--- src/rtl/core/ats_pkg.sv ---
package ats_pkg;

    localparam int TIME_W     = 32;
    localparam int FREQ_W     = 16;
    localparam int MODE_W     = 2;
    localparam int CFG_IDX_W  = 3;
    localparam int CFG_DATA_W = 32;
    localparam int DLT_W      = TIME_W + 1;
    localparam int PROD_W     = DLT_W + FREQ_W;
    localparam int FRAC_SHIFT = 8;
    localparam int T_W        = 36;
    localparam int REM_W      = 34;
    localparam int REM_CNT_W  = $clog2(REM_W + 1);

    localparam logic [CFG_IDX_W-1:0] REG_FREQUENCY      = 3'd0;
    localparam logic [CFG_IDX_W-1:0] REG_PHASE          = 3'd1;
    localparam logic [CFG_IDX_W-1:0] REG_KEY_START      = 3'd2;
    localparam logic [CFG_IDX_W-1:0] REG_KEY_STOP       = 3'd3;
    localparam logic [CFG_IDX_W-1:0] REG_CYCLE_MODE     = 3'd4;
    localparam logic [CFG_IDX_W-1:0] REG_PLAY_BACKWARDS = 3'd5;

    localparam logic [MODE_W-1:0] MODE_LOOP    = 2'd0;
    localparam logic [MODE_W-1:0] MODE_REVERSE = 2'd1;
    localparam logic [MODE_W-1:0] MODE_CLAMP   = 2'd2;

    localparam logic [TIME_W-1:0] KEY_START_UNSET = 32'h7FFF_FFFF;
    localparam logic [TIME_W-1:0] KEY_STOP_UNSET  = 32'h8000_0000;
    localparam logic [TIME_W-1:0] TIME_MAX        = 32'h7FFF_FFFF;
    localparam logic [TIME_W-1:0] TIME_MIN        = 32'h8000_0000;

    typedef enum logic [2:0] {
        ST_IDLE,
        ST_MUL,
        ST_ACC,
        ST_WRAP,
        ST_DIV,
        ST_DONE
    } t_state;

    typedef struct packed {
        logic busy;
        logic done;
    } t_rem_sts;

endpackage

--- src/rtl/core/ats_rem.sv ---
module ats_rem
    import ats_pkg::*;
(
    input  logic             i_clk,
    input  logic             i_rst_n,
    input  logic             i_start,
    input  logic [REM_W-1:0] i_dividend,
    input  logic [REM_W-1:0] i_divisor,
    output t_rem_sts         o_sts,
    output logic [REM_W-1:0] o_rem
);

    logic                 r_busy, n_busy;
    logic                 r_done, n_done;
    logic [REM_CNT_W-1:0] r_cnt, n_cnt;
    logic [REM_W-1:0]     r_rem, n_rem;
    logic [REM_W-1:0]     r_dvd, n_dvd;
    logic [REM_W-1:0]     r_dsr, n_dsr;
    logic [REM_W:0]       w_trial;
    logic [REM_W:0]       w_diff;

    // one restoring step per cycle, MSB of dividend first
    assign w_trial = {r_rem, r_dvd[REM_W-1]};
    assign w_diff  = w_trial - {1'b0, r_dsr};

    always_comb begin
        n_busy = r_busy;
        n_done = 1'b0;
        n_cnt  = r_cnt;
        n_rem  = r_rem;
        n_dvd  = r_dvd;
        n_dsr  = r_dsr;
        if (i_start) begin
            n_busy = 1'b1;
            n_cnt  = REM_CNT_W'(REM_W);
            n_rem  = '0;
            n_dvd  = i_dividend;
            n_dsr  = i_divisor;
        end else if (r_busy) begin
            n_rem = w_diff[REM_W] ? w_trial[REM_W-1:0] : w_diff[REM_W-1:0];
            n_dvd = {r_dvd[REM_W-2:0], 1'b0};
            n_cnt = r_cnt - REM_CNT_W'(1);
            if (r_cnt == REM_CNT_W'(1)) begin
                n_busy = 1'b0;
                n_done = 1'b1;
            end
        end
    end

    always_ff @(posedge i_clk) begin
        if (!i_rst_n) begin
            r_busy <= 1'b0;
            r_done <= 1'b0;
            r_cnt  <= '0;
        end else begin
            r_busy <= n_busy;
            r_done <= n_done;
            r_cnt  <= n_cnt;
        end
        r_rem <= n_rem;
        r_dvd <= n_dvd;
        r_dsr <= n_dsr;
    end

    assign o_sts.busy = r_busy;
    assign o_sts.done = r_done;
    assign o_rem      = r_rem;

endmodule

--- src/rtl/core/animation_time_scaler.sv ---
// Each input transfer runs through the states MUL, ACC and WRAP, then DIV, waiting on the
// shared serial remainder unit, when the loop or reverse wrap runs, and last DONE.
// Input stalls while an item is in work, the result register lets the next item start
// while a result waits.
// Reset (i_rst_n, synchronous, active low) resets configuration, history and output valid.
module animation_time_scaler
    import ats_pkg::*;
(
    input  logic                  i_clk,
    input  logic                  i_rst_n,
    input  logic                  i_in_valid,
    output logic                  o_in_stall,
    input  logic [TIME_W-1:0]     i_global_time,
    output logic                  o_out_valid,
    input  logic                  i_out_stall,
    output logic [TIME_W-1:0]     o_scaled_time,
    input  logic                  i_cfg_we,
    input  logic [CFG_IDX_W-1:0]  i_cfg_idx,
    input  logic [CFG_DATA_W-1:0] i_cfg_data
);

    function automatic logic signed [T_W-1:0] sx(input logic [TIME_W-1:0] v);
        return {{(T_W-TIME_W){v[TIME_W-1]}}, v};
    endfunction

    logic [FREQ_W-1:0] r_freq;
    logic [TIME_W-1:0] r_phase;
    logic [TIME_W-1:0] r_key_start;
    logic [TIME_W-1:0] r_key_stop;
    logic [MODE_W-1:0] r_cycle_mode;
    logic              r_play_back;

    t_state                    r_state, n_state;
    logic                      r_have, n_have;
    logic [TIME_W-1:0]         r_prev, n_prev;
    logic [TIME_W-1:0]         r_we, n_we;
    logic signed [DLT_W-1:0]   r_delta, n_delta;
    logic signed [PROD_W-1:0]  r_prod, n_prod;
    logic signed [T_W-1:0]     r_t, n_t;
    logic                      r_x_neg, n_x_neg;
    logic [TIME_W-1:0]         r_out, n_out;
    logic                      r_out_valid, n_out_valid;

    logic                      w_in_xfer;
    logic                      w_out_xfer;
    logic                      w_start;
    t_rem_sts                  w_rem_sts;
    logic [REM_W-1:0]          w_rem;

    logic signed [PROD_W:0]    w_sum;
    logic signed [PROD_W-1:0]  w_prod_sh;
    logic [TIME_W-1:0]         w_we_sat;
    logic signed [T_W-1:0]     w_kst, w_ksp, w_span, w_dspan, w_t, w_x, w_x_mag;
    logic signed [T_W-1:0]     w_d, w_d_mag, w_r, w_f, w_t_loop, w_t_rev;
    logic signed [T_W-1:0]     w_clamp, w_back;
    logic                      w_keys_set, w_wrap_mode;

    assign w_in_xfer  = i_in_valid && !o_in_stall;
    assign w_out_xfer = r_out_valid && !i_out_stall;

    always_ff @(posedge i_clk) begin
        if (!i_rst_n) begin
            r_freq       <= '0;
            r_phase      <= '0;
            r_key_start  <= KEY_START_UNSET;
            r_key_stop   <= KEY_STOP_UNSET;
            r_cycle_mode <= MODE_CLAMP;
            r_play_back  <= 1'b0;
        end else if (i_cfg_we) begin
            case (i_cfg_idx)
                REG_FREQUENCY:      r_freq       <= i_cfg_data[FREQ_W-1:0];
                REG_PHASE:          r_phase      <= i_cfg_data[TIME_W-1:0];
                REG_KEY_START:      r_key_start  <= i_cfg_data[TIME_W-1:0];
                REG_KEY_STOP:       r_key_stop   <= i_cfg_data[TIME_W-1:0];
                REG_CYCLE_MODE:     r_cycle_mode <= i_cfg_data[MODE_W-1:0];
                REG_PLAY_BACKWARDS: r_play_back  <= i_cfg_data[0];
                default: ;
            endcase
        end
    end

    // accumulate: floor(delta * freq / 256), saturate to 32 bits
    assign w_prod_sh = r_prod >>> FRAC_SHIFT;
    assign w_sum     = $signed({{(PROD_W+1-TIME_W){r_we[TIME_W-1]}}, r_we})
                     + $signed({w_prod_sh[PROD_W-1], w_prod_sh});
    always_comb begin
        if (&w_sum[PROD_W:TIME_W-1] || ~|w_sum[PROD_W:TIME_W-1]) begin
            w_we_sat = w_sum[TIME_W-1:0];
        end else begin
            w_we_sat = w_sum[PROD_W] ? TIME_MIN : TIME_MAX;
        end
    end

    assign w_kst       = sx(r_key_start);
    assign w_ksp       = sx(r_key_stop);
    assign w_span      = w_ksp - w_kst;
    assign w_dspan     = w_span <<< 1;
    assign w_t         = sx(r_we) + sx(r_phase);
    assign w_x         = w_t - w_kst;
    assign w_x_mag     = w_x[T_W-1] ? -w_x : w_x;
    assign w_d         = (r_cycle_mode == MODE_LOOP) ? w_span : w_dspan;
    assign w_d_mag     = w_d[T_W-1] ? -w_d : w_d;
    assign w_keys_set  = (r_key_start != KEY_START_UNSET) && (r_key_stop != KEY_STOP_UNSET);
    assign w_wrap_mode = r_cycle_mode inside {MODE_LOOP, MODE_REVERSE};

    // truncating remainder takes the dividend's sign
    assign w_r      = r_x_neg ? -$signed({{(T_W-REM_W){1'b0}}, w_rem})
                              : $signed({{(T_W-REM_W){1'b0}}, w_rem});
    assign w_t_loop = w_r + w_kst + (w_r[T_W-1] ? w_span : '0);
    assign w_f      = w_r[T_W-1] ? (w_r + w_dspan) : w_r;
    assign w_t_rev  = (w_f > w_span) ? (w_dspan - w_f + w_kst) : (w_f + w_kst);

    assign w_clamp  = (r_t > w_ksp) ? w_ksp : ((r_t < w_kst) ? w_kst : r_t);
    assign w_back   = w_ksp - w_clamp + w_kst;

    always_comb begin
        n_state     = r_state;
        n_have      = r_have;
        n_prev      = r_prev;
        n_we        = r_we;
        n_delta     = r_delta;
        n_prod      = r_prod;
        n_t         = r_t;
        n_x_neg     = r_x_neg;
        n_out       = r_out;
        n_out_valid = r_out_valid && !w_out_xfer;
        w_start     = 1'b0;
        case (r_state)
            ST_IDLE: begin
                if (w_in_xfer) begin
                    if (r_have) begin
                        n_delta = $signed({i_global_time[TIME_W-1], i_global_time})
                                - $signed({r_prev[TIME_W-1], r_prev});
                    end else begin
                        n_delta = '0;
                        n_we    = '0;
                    end
                    n_prev  = i_global_time;
                    n_have  = 1'b1;
                    n_state = ST_MUL;
                end
            end
            ST_MUL: begin
                n_prod  = PROD_W'(r_delta) * PROD_W'($signed(r_freq));
                n_state = ST_ACC;
            end
            ST_ACC: begin
                n_we    = w_we_sat;
                n_state = ST_WRAP;
            end
            ST_WRAP: begin
                n_t     = w_t;
                n_x_neg = w_x[T_W-1];
                n_state = ST_DONE;
                if (w_keys_set && w_wrap_mode) begin
                    if (w_span != '0) begin
                        w_start = 1'b1;
                        n_state = ST_DIV;
                    end else begin
                        n_t = w_kst;
                    end
                end
            end
            ST_DIV: begin
                if (w_rem_sts.done) begin
                    n_t     = (r_cycle_mode == MODE_LOOP) ? w_t_loop : w_t_rev;
                    n_state = ST_DONE;
                end
            end
            ST_DONE: begin
                if (!r_out_valid || !i_out_stall) begin
                    if (!r_play_back) begin
                        n_out = w_clamp[TIME_W-1:0];
                    end else if (&w_back[T_W-1:TIME_W-1] || ~|w_back[T_W-1:TIME_W-1]) begin
                        n_out = w_back[TIME_W-1:0];
                    end else begin
                        n_out = w_back[T_W-1] ? TIME_MIN : TIME_MAX;
                    end
                    n_out_valid = 1'b1;
                    n_state     = ST_IDLE;
                end
            end
            default: n_state = ST_IDLE;
        endcase
    end

    always_ff @(posedge i_clk) begin
        if (!i_rst_n) begin
            r_state     <= ST_IDLE;
            r_have      <= 1'b0;
            r_prev      <= '0;
            r_we        <= '0;
            r_out_valid <= 1'b0;
        end else begin
            r_state     <= n_state;
            r_have      <= n_have;
            r_prev      <= n_prev;
            r_we        <= n_we;
            r_out_valid <= n_out_valid;
        end
        r_delta <= n_delta;
        r_prod  <= n_prod;
        r_t     <= n_t;
        r_x_neg <= n_x_neg;
        r_out   <= n_out;
    end

    ats_rem u_rem (
        .i_clk      (i_clk),
        .i_rst_n    (i_rst_n),
        .i_start    (w_start),
        .i_dividend (w_x_mag[REM_W-1:0]),
        .i_divisor  (w_d_mag[REM_W-1:0]),
        .o_sts      (w_rem_sts),
        .o_rem      (w_rem)
    );

    assign o_in_stall    = (r_state != ST_IDLE);
    assign o_out_valid   = r_out_valid;
    assign o_scaled_time = r_out;

    a_rem_busy_in_div: assert property (@(posedge i_clk) disable iff (!i_rst_n)
        w_rem_sts.busy |-> r_state == ST_DIV)
        else $error("remainder unit busy outside divide state");

    a_div_done_exit: assert property (@(posedge i_clk) disable iff (!i_rst_n)
        (r_state == ST_DIV && w_rem_sts.done) |=> r_state == ST_DONE)
        else $error("divide completion not followed by finish");

    a_accept_history: assert property (@(posedge i_clk) disable iff (!i_rst_n)
        w_in_xfer |=> (r_state == ST_MUL && r_have))
        else $error("accepted item did not start or record history");

    a_result_kept: assert property (@(posedge i_clk) disable iff (!i_rst_n)
        (r_out_valid && i_out_stall) |=> (r_out_valid && $stable(r_out)))
        else $error("stalled result lost or overwritten");

endmodule

--- config.mk ---
export PLATFORM = sky130hd
export DESIGN_NAME = animation_time_scaler
export DESIGN_NICKNAME = d
export VERILOG_FILES = /design/src/rtl/core/ats_pkg.sv /design/src/rtl/core/ats_rem.sv /design/src/rtl/core/animation_time_scaler.sv
export SDC_FILE = /design/constraint.sdc
export NUM_CORES = 2
export LEC_CHECK = 0
export BUFFER_PORTS_ARGS = -buffer_cell sky130_fd_sc_hd__buf_2
export CAP_MARGIN = 30
export CELL_PAD_IN_SITES_DETAIL_PLACEMENT = 0
export CELL_PAD_IN_SITES_GLOBAL_PLACEMENT = 1
export CORE_MARGIN = 2
export CORE_UTILIZATION = 40
export DETAILED_ROUTE_END_ITERATION = 8
export GPL_ROUTABILITY_DRIVEN = 1
export GPL_TIMING_DRIVEN = 1
export PLACE_DENSITY = 0.7
export SYNTH_ARGS = -nofsm -noshare
export SYNTH_HDL_FRONTEND = slang
export SYNTH_SLANG_ARGS = --single-unit
--- constraint.sdc ---
create_clock -name i_clk -period 16.8 [get_ports i_clk]
set_input_delay 1.68 -clock i_clk [delete_from_list [all_inputs] [get_ports i_clk]]
set_output_delay 1.68 -clock i_clk [all_outputs]
set_load 0.01 [all_outputs]
==> results.md <==
- # IOs: 106
- HPWL after detailed placement: 175000 um
- Clock Pin Slew Worst Setup and Hold Paths: 0.07 ns
- Most frequent cells in the layout: 1032 x nand2_1, 968 x inv_1, 613 x fa_1
- Max rail drop VDD: 159 uV
- Mapped Nets: 8890
- Area taken by multi-input logic gates: 47300 um2
- Dominant register cell in the synthesized netlist: dfxtp_1
- Logic gate share of total power: 0.717
- Total count of max-transition violations in the final report: 0
- RD Place Congestion: 1.05
- Placed standard-cell area: 65600 um2
- Met2 WL: 102000 um
- Transition time at the pin with the least slew margin: 1.01 ns
- Crit. End Element: flop
- Leakage power of the design: 29.3 nW
- Number of enable-type register cells in the synthesized netlist: 211
- Pin count of the biggest net entering global routing: 76
- Worst clock skew: 0.0698 ns
- Die height: 400 um
- Diode insertion count for antenna repair: 0
- Relative contribution of the clock network to total power: 0.138
- Outcome: finished, final reports clean
- Highest metal layer with signal wires: met4
- Largest fanout on the critical path: 65
- Remaining routing DRC violations: 0
- TritonCTS sink count: 437
- CTS Hold Bufs: 0
- Wire length per cell after detailed routing: 22.0 um
- Switching part of the total: 0.515
- Final-report setup violation count: 0
- Slack of the worst reg-to-reg path: 7.54 ns
- Final core area utilization: 0.434
- Proportion of power drawn by flip-flops and latches: 0.145
- Fraction of layout instances using a drive strength above 1: 0.0573
- Max Fclk: 108 MHz
- Max stage delay on crit path: 0.60 ns
- Routed wl met3: 11800 um
- Sequential-to-total area share from yosys stat: 0.173
- Floorplan die width: 400 um
- Initial antenna violation count: 2
- Mapped Area: 62800 um2
- CTS max path bufs: 3
- Via count: 54.2k
- Period Utilization, post-route: 0.551
- Wire length of the first global-routing pass: 326000 um
- Vias per cell: 5.61
- Length of routed wiring on met1: 88100 um
- Design Power: 9.90 mW
- Post-placement setup slack: 7.67 ns
- Most common cell after layout, fill and taps aside: nand2_1
- Arrival time reported for the critical path endpoint: 9.70 ns
- Max transition margin: 0.321
- Total detailed-routing wirelength: 213000 um
- CTS Buf Count: 58
- Area of the placeable core: 156000 um2
- Post-CTS repair timing setup buffer count: 0
- Worst min-delay path class: reg -> reg
- Remaining Overflow, GRT: 0
- Number of resized instances in the post-cts repair step: 0
- Setup repair after global routing missed its margin: false
- Cell at the root of the clock tree: clkbuf_16
- DRT Pass-1 Iters: 7
- Sum Neg Setup Slack: 0 ns
- Ratio of total power to cell area: 146 nW/um2
- Yosys reg bits: 437
- Endpoints failing hold: 0
- Count of routing violations after the opening detailed-route iteration: 3763
- Synth cell types: 110
- Initial standard-cell utilization of the core: 0.403
- CTS tree: yes
- P_sw: 5.10 mW
- Final design instance area without fill: 67700 um2
- Level count of the clock H-tree: 2
- Via count of the first global-routing pass: 53.7k
- Total routing usage reported by global routing: 0.262
- Sequential cell area: 10900 um2
- Max Cap Violations: 0
- Critical-path top delay cell: buf_4
- Crit path launch type: flop
- Area of the die: 160000 um2
- Syn-to-layout area delta: 7.73%
- Startpoint-to-endpoint class of the critical path: reg -> reg
- Time the final worst path needs with I/O delays and setup: 9.26 ns
- Async set or reset register ratio after synthesis: 0
- Internal power: 4.80 mW
- Mean Syn Cell Area: 8.27 um2
- Yosys synthesis warning count: 0
- Total Nets Final: 8850
- Worst skew pair latency: 0.72 ns
- Cell count after synthesis: 7601
- Fill cell total of the finished layout: 15.8k
- Core Rows: 145
- Antenna violation net count after detailed routing: 0
- Setup WS post-layout: 7.54 ns
- Number of I/O port buffers: 105
- Crit path required time: 17.24 ns
[stage by stage]
stage / hold slack [ns] / cells
CTS: 0.455 / 9669
global route: 0.476 / 9669
detailed placement: 0.447 / 9559
finish: 0.452 / 9669
floorplan: 0.436 / 7601
global placement: 0.442 / 9555
[registers in the layout, summed over array words and instances (netlist names)]
signal,flops
r_prev,32
r_key_stop,32
u_rem.r_cnt,6
r_phase,32
u_rem.r_done,1
r_freq,16
r_we,32
r_prod,41
r_t,36
r_cycle_mode,2
r_play_back,1
r_state,3
u_rem.r_dvd,34
u_rem.r_busy,1
r_x_neg,1
u_rem.o_rem,34
r_have,1
r_delta,33
r_key_start,32
o_out_valid,1
u_rem.r_dsr,34
o_scaled_time,32
[power by group through the flow]
stage	Combinational, mW	Sequential, mW	Clock [mW]
after detailed placement	6.98	1.46	0
after global placement	7.00	1.46	0
final	7.10	1.44	1.36
after floorplan	5.14	1.33	0
after CTS	7.03	1.44	1.39
after global routing	7.81	1.45	1.43
[cells by family (layout without fill, tap and decap cells)]
group                    after synthesis  count (layout)  share of synthesized area
XOR/XNOR                             410             410                     0.0573
multiplexers                          86              86                     0.0144
flip-flops                           437             437                      0.173
adder cells (fa/ha/maj)             1218            1218                      0.316
AND/OR/NAND/NOR                     2362            2362                      0.177
AO/OA/AOI/OAI                       1812            1812                      0.186
buffers and inverters               1276            1286                     0.0767
[metal layers]
metal	vias to the layer above	track usage
li1	25800	-
met1	26500	0.321
met2	1502	0.452
met3	397	0.0406
met4	0	0.120
met5	-	0
[cell usage after synthesis, drive strengths merged, types with 22 or more instances]
library cell / n / share of area
nand3: 116 / 0.0092
or2: 22 / 0.0022
nor2b: 62 / 0.0063
nor3: 120 / 0.0098
inv: 970 / 0.058
dfxtp: 226 / 0.072
nand4: 66 / 0.0066
nor2: 409 / 0.024
o21bai: 49 / 0.0059
nor4: 38 / 0.0044
and3: 41 / 0.0041
mux2: 34 / 0.0061
fa: 613 / 0.20
xnor2: 262 / 0.037
nand2: 1032 / 0.062
a211oi: 71 / 0.0085
o31ai: 39 / 0.0051
mux2i: 52 / 0.0083
a21o: 221 / 0.026
ha: 604 / 0.12
clkbuf: 270 / 0.016
a21boi: 25 / 0.0030
o21a: 109 / 0.013
a31oi: 95 / 0.0095
nand2b: 107 / 0.011
o211ai: 110 / 0.013
buf: 30 / 0.0023
edfxtp: 211 / 0.10
o21ai: 315 / 0.025
a21oi: 559 / 0.045
or3: 48 / 0.0049
xor2: 148 / 0.021
and2: 221 / 0.022
[critical path, delay by kind of cell, from the launching register on]
| family | cells | cell delay, ns |
|---|---|---|
| xor+xnor | 1 | 0.13 |
| mux | 1 | 0.29 |
| fa+ha+maj | 3 | 1.02 |
| buf+inv | 4 | 1.34 |
| compound gates | 10 | 2.58 |
| simple gates | 14 | 3.00 |
| flops | 1 | 0.58 |
[area by class of cell]
| type | count | area share |
|---|---|---|
| multi-input combinational | 5888 | 0.698 |
| sequential | 437 | 0.161 |
| inverter | 976 | 0.0542 |
| tap | 2058 | 0.0380 |
| clock buffer | 74 | 0.0243 |
| timing repair buffer | 200 | 0.0183 |
| clock inverter | 36 | 0.00630 |
[final timing paths]
kind,end,cells past startpoint,start
worst max-delay path,r_t[24],33,r_key_start[1]
worst min-delay path,r_prev[31],2,r_prev[31]
worst max register to register,r_t[24],33,r_key_start[1]
worst min register to register,r_prev[31],2,r_prev[31]
No activity file was read; power rests on OpenSTA's default activity.
